### src/rtl/core/jsu_pkg.sv
// ----------------------------------------------------------------------------
// jsu_pkg: shared types and constants of the JSON string unescape core
// Transfer payloads, result kinds, decoded-job format and UTF-8 constants.
// ----------------------------------------------------------------------------
package jsu_pkg;

  typedef enum logic [2:0] {
    KIND_BYTE     = 3'd0,
    KIND_DONE     = 3'd1,
    KIND_BAD_ESC  = 3'd2,
    KIND_BAD_HEX  = 3'd3,
    KIND_BAD_SURR = 3'd4,
    KIND_UNTERM   = 3'd5
  } kind_e;

  typedef struct packed {
    logic [7:0] in_byte;
    logic       end_of_text;
  } in_item_t;

  typedef struct packed {
    logic [7:0] out_byte;
    kind_e      result_kind;
    logic       run_last;
  } out_item_t;

  // One decoded job: a code point (or raw byte) and its UTF-8 length minus one
  typedef struct packed {
    kind_e       kind;
    logic [20:0] cp;
    logic [1:0]  len;
  } job_t;

  localparam logic [7:0]  CH_QUOTE = 8'h22;
  localparam logic [7:0]  CH_BSL   = 8'h5c;
  localparam logic [7:0]  CH_SLASH = 8'h2f;
  localparam logic [7:0]  CH_N     = 8'h6e;
  localparam logic [7:0]  CH_T     = 8'h74;
  localparam logic [7:0]  CH_R     = 8'h72;
  localparam logic [7:0]  CH_B     = 8'h62;
  localparam logic [7:0]  CH_F     = 8'h66;
  localparam logic [7:0]  CH_U     = 8'h75;

  localparam logic [7:0]  BYTE_LF  = 8'h0a;
  localparam logic [7:0]  BYTE_TAB = 8'h09;
  localparam logic [7:0]  BYTE_CR  = 8'h0d;
  localparam logic [7:0]  BYTE_BS  = 8'h08;
  localparam logic [7:0]  BYTE_FF  = 8'h0c;

  localparam logic [5:0]  SURR_HI_TAG = 6'b110110;  // 0xd800..0xdbff
  localparam logic [5:0]  SURR_LO_TAG = 6'b110111;  // 0xdc00..0xdfff
  localparam logic [20:0] SUPP_BASE   = 21'h10000;
  localparam logic [20:0] LIM_1BYTE   = 21'h80;
  localparam logic [20:0] LIM_2BYTE   = 21'h800;
  localparam logic [20:0] LIM_3BYTE   = 21'h10000;

  localparam logic [7:0]  LEAD2 = 8'hc0;
  localparam logic [7:0]  LEAD3 = 8'he0;
  localparam logic [7:0]  LEAD4 = 8'hf0;
  localparam logic [1:0]  CONT_TAG = 2'b10;

  // Hex digit decode: bit 4 flags a valid digit, bits 3:0 carry its value
  function automatic logic [4:0] hex_value(logic [7:0] c);
    logic [4:0] r;
    r = '0;
    if (c >= 8'h30 && c <= 8'h39) begin
      r = {1'b1, c[3:0]};
    end else if ((c >= 8'h61 && c <= 8'h66) || (c >= 8'h41 && c <= 8'h46)) begin
      r = {1'b1, c[3:0] + 4'd9};
    end
    return r;
  endfunction

endpackage

### src/rtl/core/jsu_front.sv
// ----------------------------------------------------------------------------
// jsu_front: escape parser
// Track the escape state per accepted byte and emit at most one decoded job.
// ----------------------------------------------------------------------------
module jsu_front (
  input  logic             clk_i,
  input  logic             rst_ni,
  input  logic             accept_i,
  input  jsu_pkg::in_item_t in_data_i,
  output logic             push_o,
  output jsu_pkg::job_t    job_o
);
  import jsu_pkg::*;

  typedef enum logic [5:0] {
    MODE_PLAIN     = 6'b000001,
    MODE_ESC       = 6'b000010,
    MODE_HEX_FIRST = 6'b000100,
    MODE_WANT_BS   = 6'b001000,
    MODE_WANT_U    = 6'b010000,
    MODE_HEX_LOW   = 6'b100000
  } mode_e;

  mode_e       mode_q, mode_d;
  logic [1:0]  cnt_q, cnt_d;
  logic [15:0] acc_q, acc_d;
  logic [9:0]  high_q, high_d;

  logic [7:0]  c;
  logic [4:0]  hv;
  logic [15:0] acc_nx;
  logic [20:0] pair_cp;

  function automatic job_t make_char(logic [20:0] cp);
    job_t j;
    j.kind = KIND_BYTE;
    j.cp   = cp;
    if (cp < LIM_1BYTE) begin
      j.len = 2'd0;
    end else if (cp < LIM_2BYTE) begin
      j.len = 2'd1;
    end else if (cp < LIM_3BYTE) begin
      j.len = 2'd2;
    end else begin
      j.len = 2'd3;
    end
    return j;
  endfunction

  function automatic job_t make_kind(kind_e k);
    job_t j;
    j.kind = k;
    j.cp   = '0;
    j.len  = 2'd0;
    return j;
  endfunction

  assign c       = in_data_i.in_byte;
  assign hv      = hex_value(c);
  assign acc_nx  = {acc_q[11:0], hv[3:0]};
  assign pair_cp = SUPP_BASE + {1'b0, high_q, acc_nx[9:0]};

  always_comb begin
    mode_d = mode_q;
    cnt_d  = cnt_q;
    acc_d  = acc_q;
    high_d = high_q;
    push_o = 1'b0;
    job_o  = make_kind(KIND_BYTE);
    if (accept_i) begin
      if (in_data_i.end_of_text) begin
        mode_d = MODE_PLAIN; cnt_d = '0; acc_d = '0; high_d = '0;
        push_o = 1'b1;
        job_o  = make_kind(KIND_UNTERM);
      end else begin
        case (mode_q)
          MODE_ESC: begin
            mode_d = MODE_PLAIN;
            push_o = 1'b1;
            case (c)
              CH_QUOTE: job_o = make_char({13'd0, CH_QUOTE});
              CH_BSL:   job_o = make_char({13'd0, CH_BSL});
              CH_SLASH: job_o = make_char({13'd0, CH_SLASH});
              CH_N:     job_o = make_char({13'd0, BYTE_LF});
              CH_T:     job_o = make_char({13'd0, BYTE_TAB});
              CH_R:     job_o = make_char({13'd0, BYTE_CR});
              CH_B:     job_o = make_char({13'd0, BYTE_BS});
              CH_F:     job_o = make_char({13'd0, BYTE_FF});
              CH_U: begin
                push_o = 1'b0;
                mode_d = MODE_HEX_FIRST;
                cnt_d  = '0;
                acc_d  = '0;
              end
              default: begin
                cnt_d = '0; acc_d = '0; high_d = '0;
                job_o = make_kind(KIND_BAD_ESC);
              end
            endcase
          end
          MODE_HEX_FIRST, MODE_HEX_LOW: begin
            if (!hv[4]) begin
              mode_d = MODE_PLAIN; cnt_d = '0; acc_d = '0; high_d = '0;
              push_o = 1'b1;
              job_o  = make_kind(KIND_BAD_HEX);
            end else if (cnt_q != 2'd3) begin
              acc_d = acc_nx;
              cnt_d = cnt_q + 2'd1;
            end else begin
              // Fourth digit: the code unit is complete
              mode_d = MODE_PLAIN; cnt_d = '0; acc_d = '0; high_d = '0;
              push_o = 1'b1;
              if (mode_q == MODE_HEX_FIRST) begin
                if (acc_nx[15:10] == SURR_HI_TAG) begin
                  push_o = 1'b0;
                  acc_d  = acc_nx;
                  high_d = acc_nx[9:0];
                  mode_d = MODE_WANT_BS;
                end else if (acc_nx[15:10] == SURR_LO_TAG) begin
                  job_o = make_kind(KIND_BAD_SURR);
                end else begin
                  job_o = make_char({5'd0, acc_nx});
                end
              end else begin
                if (acc_nx[15:10] != SURR_LO_TAG) begin
                  job_o = make_kind(KIND_BAD_SURR);
                end else begin
                  job_o = make_char(pair_cp);
                end
              end
            end
          end
          MODE_WANT_BS: begin
            if (c == CH_BSL) begin
              mode_d = MODE_WANT_U;
            end else begin
              mode_d = MODE_PLAIN; cnt_d = '0; acc_d = '0; high_d = '0;
              push_o = 1'b1;
              job_o  = make_kind(KIND_BAD_SURR);
            end
          end
          MODE_WANT_U: begin
            if (c == CH_U) begin
              mode_d = MODE_HEX_LOW;
              cnt_d  = '0;
              acc_d  = '0;
            end else begin
              mode_d = MODE_PLAIN; cnt_d = '0; acc_d = '0; high_d = '0;
              push_o = 1'b1;
              job_o  = make_kind(KIND_BAD_SURR);
            end
          end
          default: begin
            mode_d = MODE_PLAIN;
            if (c == CH_QUOTE) begin
              cnt_d = '0; acc_d = '0; high_d = '0;
              push_o = 1'b1;
              job_o  = make_kind(KIND_DONE);
            end else if (c == CH_BSL) begin
              mode_d = MODE_ESC;
            end else begin
              // Raw byte passes through as is, even above 0x7f
              push_o = 1'b1;
              job_o  = make_kind(KIND_BYTE);
              job_o.cp = {13'd0, c};
            end
          end
        endcase
      end
    end
  end

  always_ff @(posedge clk_i or negedge rst_ni) begin
    if (!rst_ni) begin
      mode_q <= MODE_PLAIN;
      cnt_q  <= '0;
      acc_q  <= '0;
      high_q <= '0;
    end else begin
      mode_q <= mode_d;
      cnt_q  <= cnt_d;
      acc_q  <= acc_d;
      high_q <= high_d;
    end
  end

endmodule

### src/rtl/core/jsu_queue.sv
// ----------------------------------------------------------------------------
// jsu_queue: decoded-job queue
// Small register queue that decouples the parser from the byte sequencer.
// ----------------------------------------------------------------------------
module jsu_queue #(
  parameter int Depth = 4
) (
  input  logic          clk_i,
  input  logic          rst_ni,
  input  logic          push_i,
  input  jsu_pkg::job_t push_data_i,
  output logic          full_o,
  input  logic          pop_i,
  output logic          empty_o,
  output jsu_pkg::job_t head_o
);
  import jsu_pkg::*;

  localparam int PtrW = (Depth > 1) ? $clog2(Depth) : 1;
  localparam int CntW = $clog2(Depth + 1);

  job_t            mem_q [Depth];
  logic [PtrW-1:0] wr_ptr_q, wr_ptr_d;
  logic [PtrW-1:0] rd_ptr_q, rd_ptr_d;
  logic [CntW-1:0] count_q, count_d;

  assign full_o  = (count_q == CntW'(Depth));
  assign empty_o = (count_q == '0);
  assign head_o  = mem_q[rd_ptr_q];

  always_comb begin
    wr_ptr_d = wr_ptr_q;
    rd_ptr_d = rd_ptr_q;
    count_d  = count_q;
    if (push_i) begin
      wr_ptr_d = (wr_ptr_q == PtrW'(Depth - 1)) ? '0 : wr_ptr_q + PtrW'(1);
    end
    if (pop_i) begin
      rd_ptr_d = (rd_ptr_q == PtrW'(Depth - 1)) ? '0 : rd_ptr_q + PtrW'(1);
    end
    if (push_i && !pop_i) begin
      count_d = count_q + CntW'(1);
    end else if (!push_i && pop_i) begin
      count_d = count_q - CntW'(1);
    end
  end

  always_ff @(posedge clk_i or negedge rst_ni) begin
    if (!rst_ni) begin
      wr_ptr_q <= '0;
      rd_ptr_q <= '0;
      count_q  <= '0;
    end else begin
      wr_ptr_q <= wr_ptr_d;
      rd_ptr_q <= rd_ptr_d;
      count_q  <= count_d;
    end
  end

  always_ff @(posedge clk_i) begin
    if (push_i) begin
      mem_q[wr_ptr_q] <= push_data_i;
    end
  end

`ifndef SYNTHESIS
  a_no_overflow : assert property (@(posedge clk_i) disable iff (!rst_ni)
    push_i |-> (!full_o || pop_i))
    else $error("jsu_queue: push into a full queue");
  a_no_underflow : assert property (@(posedge clk_i) disable iff (!rst_ni)
    pop_i |-> !empty_o)
    else $error("jsu_queue: pop from an empty queue");
  a_count_bound : assert property (@(posedge clk_i) disable iff (!rst_ni)
    count_q <= CntW'(Depth))
    else $error("jsu_queue: fill count beyond depth");
`endif

endmodule

### src/rtl/core/jsu_back.sv
// ----------------------------------------------------------------------------
// jsu_back: UTF-8 byte sequencer
// Expand the head job into one to four result transfers through an output
// register.
// ----------------------------------------------------------------------------
module jsu_back (
  input  logic               clk_i,
  input  logic               rst_ni,
  input  jsu_pkg::job_t      head_i,
  input  logic               empty_i,
  output logic               pop_o,
  output logic               out_valid_o,
  input  logic               out_stall_i,
  output jsu_pkg::out_item_t out_data_o
);
  import jsu_pkg::*;

  logic       out_valid_q, out_valid_d;
  out_item_t  out_data_q;
  logic [1:0] idx_q, idx_d;
  logic       adv;
  logic       load;
  logic       last;

  function automatic logic [7:0] enc_byte(logic [20:0] cp, logic [1:0] len,
                                          logic [1:0] idx);
    logic [1:0] rem;
    logic [7:0] b;
    rem = len - idx;
    if (idx == 2'd0) begin
      case (len)
        2'd0:    b = cp[7:0];
        2'd1:    b = LEAD2 | {3'd0, cp[10:6]};
        2'd2:    b = LEAD3 | {4'd0, cp[15:12]};
        default: b = LEAD4 | {5'd0, cp[20:18]};
      endcase
    end else begin
      case (rem)
        2'd0:    b = {CONT_TAG, cp[5:0]};
        2'd1:    b = {CONT_TAG, cp[11:6]};
        default: b = {CONT_TAG, cp[17:12]};
      endcase
    end
    return b;
  endfunction

  assign adv   = !out_valid_q || !out_stall_i;
  assign load  = adv && !empty_i;
  assign last  = (idx_q == head_i.len);
  assign pop_o = load && last;

  always_comb begin
    idx_d       = idx_q;
    out_valid_d = out_valid_q;
    if (adv) begin
      out_valid_d = !empty_i;
    end
    if (load) begin
      idx_d = last ? 2'd0 : idx_q + 2'd1;
    end
  end

  always_ff @(posedge clk_i or negedge rst_ni) begin
    if (!rst_ni) begin
      out_valid_q <= 1'b0;
      idx_q       <= '0;
    end else begin
      out_valid_q <= out_valid_d;
      idx_q       <= idx_d;
    end
  end

  always_ff @(posedge clk_i) begin
    if (load) begin
      out_data_q.out_byte    <= enc_byte(head_i.cp, head_i.len, idx_q);
      out_data_q.result_kind <= head_i.kind;
      out_data_q.run_last    <= last;
    end
  end

  assign out_valid_o = out_valid_q;
  assign out_data_o  = out_data_q;

`ifndef SYNTHESIS
  a_mid_job_head : assert property (@(posedge clk_i) disable iff (!rst_ni)
    (idx_q != 2'd0) |-> !empty_i)
    else $error("jsu_back: job left the queue before all its bytes were sent");
  a_hold_on_stall : assert property (@(posedge clk_i) disable iff (!rst_ni)
    (out_valid_q && out_stall_i) |=> (idx_q == $past(idx_q)))
    else $error("jsu_back: sequencer advanced while output stalled");
`endif

endmodule

### src/rtl/core/json_string_unescape_utf8_core.sv
// ----------------------------------------------------------------------------
// json_string_unescape_utf8_core: streaming JSON string body decoder
// Unescape string bytes and encode \u code points (and surrogate pairs) as
// UTF-8, with done and error results.
// ----------------------------------------------------------------------------
// Usage:
//   Input channel: one raw byte of string text per transfer (in_valid_i /
//   in_stall_o), starting after the opening quote; end_of_text flags that the
//   source ended. Output channel: one result per transfer (out_valid_o /
//   out_stall_i): a decoded byte, done, or an error kind; run_last marks the
//   final result caused by one input byte. After done or an error the next
//   byte starts a new string.
//   Path: the first result of a byte is written into the job queue and then
//   into the output register, from which it transfers to the receiver.
//   Throughput: one input byte per cycle while the job queue has room; the
//   byte sequencer sends one result per cycle while the receiver does not
//   stall, so a \u escape yields one to three results and a surrogate pair four.
//   Receiver stall: the output register holds its transfer, the sequencer
//   holds, the job queue fills, and in_stall_o rises when the queue is full.
//   Reset: the parser returns to plain mode, the queue empties and no result
//   is pending.
// ----------------------------------------------------------------------------
module json_string_unescape_utf8_core #(
  parameter int QueueDepth = 4
) (
  input  logic               clk_i,
  input  logic               rst_ni,
  input  logic               in_valid_i,
  output logic               in_stall_o,
  input  jsu_pkg::in_item_t  in_data_i,
  output logic               out_valid_o,
  input  logic               out_stall_i,
  output jsu_pkg::out_item_t out_data_o
);
  import jsu_pkg::*;

  logic accept;
  logic push;
  job_t push_job;
  logic full;
  logic empty;
  logic pop;
  job_t head;

  // Take a byte whenever the queue can hold the job it may produce
  assign in_stall_o = full;
  assign accept     = in_valid_i && !full;

  jsu_front u_front (
    .clk_i     (clk_i),
    .rst_ni    (rst_ni),
    .accept_i  (accept),
    .in_data_i (in_data_i),
    .push_o    (push),
    .job_o     (push_job)
  );

  jsu_queue #(
    .Depth (QueueDepth)
  ) u_queue (
    .clk_i       (clk_i),
    .rst_ni      (rst_ni),
    .push_i      (push),
    .push_data_i (push_job),
    .full_o      (full),
    .pop_i       (pop),
    .empty_o     (empty),
    .head_o      (head)
  );

  jsu_back u_back (
    .clk_i       (clk_i),
    .rst_ni      (rst_ni),
    .head_i      (head),
    .empty_i     (empty),
    .pop_o       (pop),
    .out_valid_o (out_valid_o),
    .out_stall_i (out_stall_i),
    .out_data_o  (out_data_o)
  );

`ifndef SYNTHESIS
  a_stall_only_full : assert property (@(posedge clk_i) disable iff (!rst_ni)
    (in_valid_i && in_stall_o) |-> !empty)
    else $error("json_string_unescape_utf8_core: input stalled with queue empty");
`endif

endmodule
### config.mk
export PLATFORM = sky130hd
export DESIGN_NAME = json_string_unescape_utf8_core
export DESIGN_NICKNAME = d
export VERILOG_FILES = /design/src/rtl/core/jsu_pkg.sv /design/src/rtl/core/jsu_front.sv /design/src/rtl/core/jsu_queue.sv /design/src/rtl/core/jsu_back.sv /design/src/rtl/core/json_string_unescape_utf8_core.sv
export SDC_FILE = /design/constraint.sdc
export NUM_CORES = 1
export LEC_CHECK = 0
export BUFFER_PORTS_ARGS = -buffer_cell sky130_fd_sc_hd__buf_2
export CAP_MARGIN = 20
export CORE_MARGIN = 2
export CORE_UTILIZATION = 62
export CTS_CLUSTER_DIAMETER = 150
export DETAILED_ROUTE_END_ITERATION = 7
export PLACE_DENSITY = 0.8
export SYNTH_ARGS = -nofsm -noshare
export SYNTH_HDL_FRONTEND = slang
export SYNTH_HIERARCHICAL = 1
export SYNTH_SLANG_ARGS = --single-unit
### constraint.sdc
create_clock -name clk_i -period 3.8 [get_ports clk_i]
set_input_delay 0.38 -clock clk_i [delete_from_list [all_inputs] [get_ports clk_i]]
set_output_delay 0.38 -clock clk_i [all_outputs]
set_load 0.01 [all_outputs]
==> impl_metrics.py <==
metrics = {
    "status": {
        "status": "finished, final reports clean",
    },
    "sta": {
        "setup_violations": 0,
        "worst_slew_margin_rel_pct": 32.7,
        "finalCritPeriodShare_pct": 80.3,
        "skew_ns": 0.0111,
        "drv_slew": 0,
        "worst_pin_slew_ns": 1.01,
        "rsz0062_at_grt": "no",
        "final.setup.tns_ns": 0,
        "period_minus_slack_ns": 3.05,
        "hold_viol": 0,
        "max_clock_freq_mhz": 328,
    },
    "setup_path": {
        "critPathMostFrequentCell": "xor2_1",
        "reg2reg_slack_ns": 0.75,
        "worstSetupPathType": "flip-flop to flip-flop",
        "cpPeakStageDelay_ns": 0.55,
        "reg2regPathDepth": 11,
        "r2r-start": "u_front/mode_q[1]",
        "required_ns": 4.13,
        "rr_endpoint": "u_queue/count_q[2]",
        "startpoint_type": "flip-flop",
        "path_cells": "nor3_2 > nor3b_1 > o21ai_0 > a31oi_1 > buf_4 > ha_1 > inv_1 > fa_1 > xor2_1 > nor2_1 > xor2_1",
        "crit_arrival_ns": 3.38,
        "crit_path_max_fanout": 10,
        "slowest_stage": "nor3b_1",
        "crit_path_end_kind": "flip-flop",
    },
    "yosys": {
        "yosys_warnings": 6,
        "synthDistinctLibCells": 74,
        "synth-main-ff-cell": "edfxtp_1",
        "synth-seq-cells": 156,
        "async_flop_share_pct": 25.6,
        "postSynthCellCount": 563,
        "syn_nets": 595,
        "yosysTopAreaCell": "edfxtp_1",
        "synthDominantCellAreaShare_pct": 45.0,
        "synth_edf_count": 116,
        "seq_area_frac_synth_pct": 58.0,
        "postSynthAreaPerCell_sq_um": 13.7,
        "synthTopCellsByArea": "edfxtp_1, dfrtp_1, mux4_2, ha_1, mux4_1",
        "synth_area_sq_um": 7740,
    },
    "clocking": {
        "cts_made_buffers": 17,
        "ctsHoldBuffers": 0,
        "cts.path.max_buffers": 2,
        "clockRootBuffer": "clkbuf_16",
        "clkTransAtPathRegs_ns": 0.06,
        "cts_tree": "yes",
        "post_cts_resized": 0,
        "clock_latency_ns": 0.42,
        "cts.sinks": 156,
        "post_cts_buffers": 0,
        "h-tree-depth": 4,
    },
    "placed_design": {
        "gp_congestion": 0.890,
        "dpl.hpwl_mm": 11.1,
        "port_buffers": 26,
    },
    "global_routing": {
        "grt_pass1_wl_mm": 26.1,
        "grt_pass1_vias": 4931,
        "antenna_found_initial": 0,
        "overflow": 0,
        "grt_usage_pct": 26.7,
        "grt_max_degree": 41,
    },
    "die": {
        "ios": 27,
        "dieArea_sq_um": 13400,
        "start_util_pct": 63.9,
        "die_x_um": 116,
        "die_y_um": 116,
        "core_sq_um": 12100,
        "fp-row-count": 40,
    },
    "route": {
        "wl_per_cell_um": 21.5,
        "ant_nets": 0,
        "route.detailed.drc": 0,
        "num_vias": 4920,
        "drt_iter0_markers": 543,
        "routed_wl_mm": 16.6,
        "via_per_inst": 6.38,
        "drtPass1Iterations": 6,
    },
    "finish": {
        "final_common_cell": "edfxtp_1",
        "fillCellCount": 843,
        "fin_nets": 622,
        "drive_gt1_share_pct": 18.9,
        "fin_util_pct": 70.4,
        "synthToLayoutAreaGrowth_pct": 10.1,
        "layout_common_cells": "edfxtp_1, nand2_1, dfrtp_1, nor2_1, inv_1",
        "n_antenna_cell": 0,
    },
    "power": {
        "leakagePower_nw": 3.21,
        "power-per-cell-area_nw_per_um2": 700,
        "ir_drop_mv": 0.293,
    },
    "hold_path": {
        "min-delay-path-class": "primary input to async pin",
    },
    "flow_run": {
        "drv_cap": 0,
    },
}
-- worst max path at each step --
stage | startpoint | endpoint | cells after the start
finish | u_front/mode_q[1] | u_queue/count_q[2] | 11
global placement | in_data_i[1] | u_queue/count_q[1] | 13
detailed placement | in_data_i[1] | u_queue/count_q[1] | 13
global route | u_front/mode_q[1] | u_queue/count_q[2] | 11
floorplan | u_queue/rd_ptr_q[0] | u_queue/count_q[1] | 12
CTS | u_front/mode_q[1] | u_queue/count_q[2] | 11
-- worst max-delay path, delay by kind of cell (launching register included) --
family,cells,cell delay (ns)
AOI/OAI and AO/OA,2,0.41
xor gates and xnor gates,2,0.32
adders and majority gates,2,0.55
buffers and inverters,2,0.24
DFF,1,0.46
and+or+nand+nor,3,1.00
-- logic make-up after synthesis --
kind of cell	Yosys count	synth area share, %
AND/OR/NAND/NOR	170	12.2
buffers and inverters	58	3.88
flip-flops	156	58.0
AO/OA/AOI/OAI	96	9.60
multiplexers	51	11.5
XOR/XNOR	13	1.67
adder cells (fa/ha/maj)	19	3.17
-- cell usage after synthesis (8+ instances only) --
cell type	instances
clkbuf_1	12
mux2i_1	15
and3_1	9
a21oi_1	13
mux4_1	8
buf_2	9
nand3_1	11
and2_1	8
nand2_1	43
dfrtp_1	39
xnor2_1	8
o21ai_0	12
mux4_2	18
inv_1	27
nor2b_1	9
ha_1	18
edfxtp_1	116
nor2_1	37
-- report_power, final --
group / leakage, nW / total, mW / internal (mW) / switching [mW]
logic: 1.31 / 2.02 / 0.894 / 1.13
registers: 1.63 / 2.40 / 2.27 / 0.125
clock network: 0.271 / 1.55 / 0.907 / 0.640
total: 3.21 / 5.97 / 4.07 / 1.89
-- per-layer routing --
metal  vias up  share of wire, %  global-route usage (%)
li1       2220                 -                       -
met1      2460                42                    34.9
met2       202                49                    43.6
met3        38               5.8                    6.38
met4         0               3.0                    10.8
met5         -                 0                       0
-- cell type report --
cell class	count	area, sq um	share of cell area [%]
flip-flops and latches	156	4490	52.6
multi-input cells	349	2950	34.7
clock buffers	19	443	5.20
repair buffers	39	228	2.67
well taps	168	210	2.47
inverters	27	101	1.19
clock inverters	13	100	1.17
-- metrics by stage --
stage	worst slack [ns]	hold WS (ns)	power (mW)	cell area (sq um)	instances
floorplan	0.834	0.0844	3.91	7740	563
global placement	0.516	0.474	4.34	7980	739
detailed placement	0.411	0.486	4.41	7980	739
CTS	0.772	0.145	5.99	8520	771
global route	0.491	0.181	6.26	8520	771
finish	0.750	0.118	5.97	8520	771
-- state kept, by name, summed over array words and instances (netlist names) --
| name | flops |
|---|---|
| u_back/idx_q | 2 |
| u_back/out_data_o | 12 |
| u_back/out_valid_o | 1 |
| u_front/acc_q | 12 |
| u_front/cnt_q | 2 |
| u_front/high_q | 10 |
| u_front/mode_q | 6 |
| u_queue/count_q | 3 |
| u_queue/mem_q | 104 |
| u_queue/rd_ptr_q | 2 |
| u_queue/wr_ptr_q | 2 |
(Power assumes the default switching activity.)
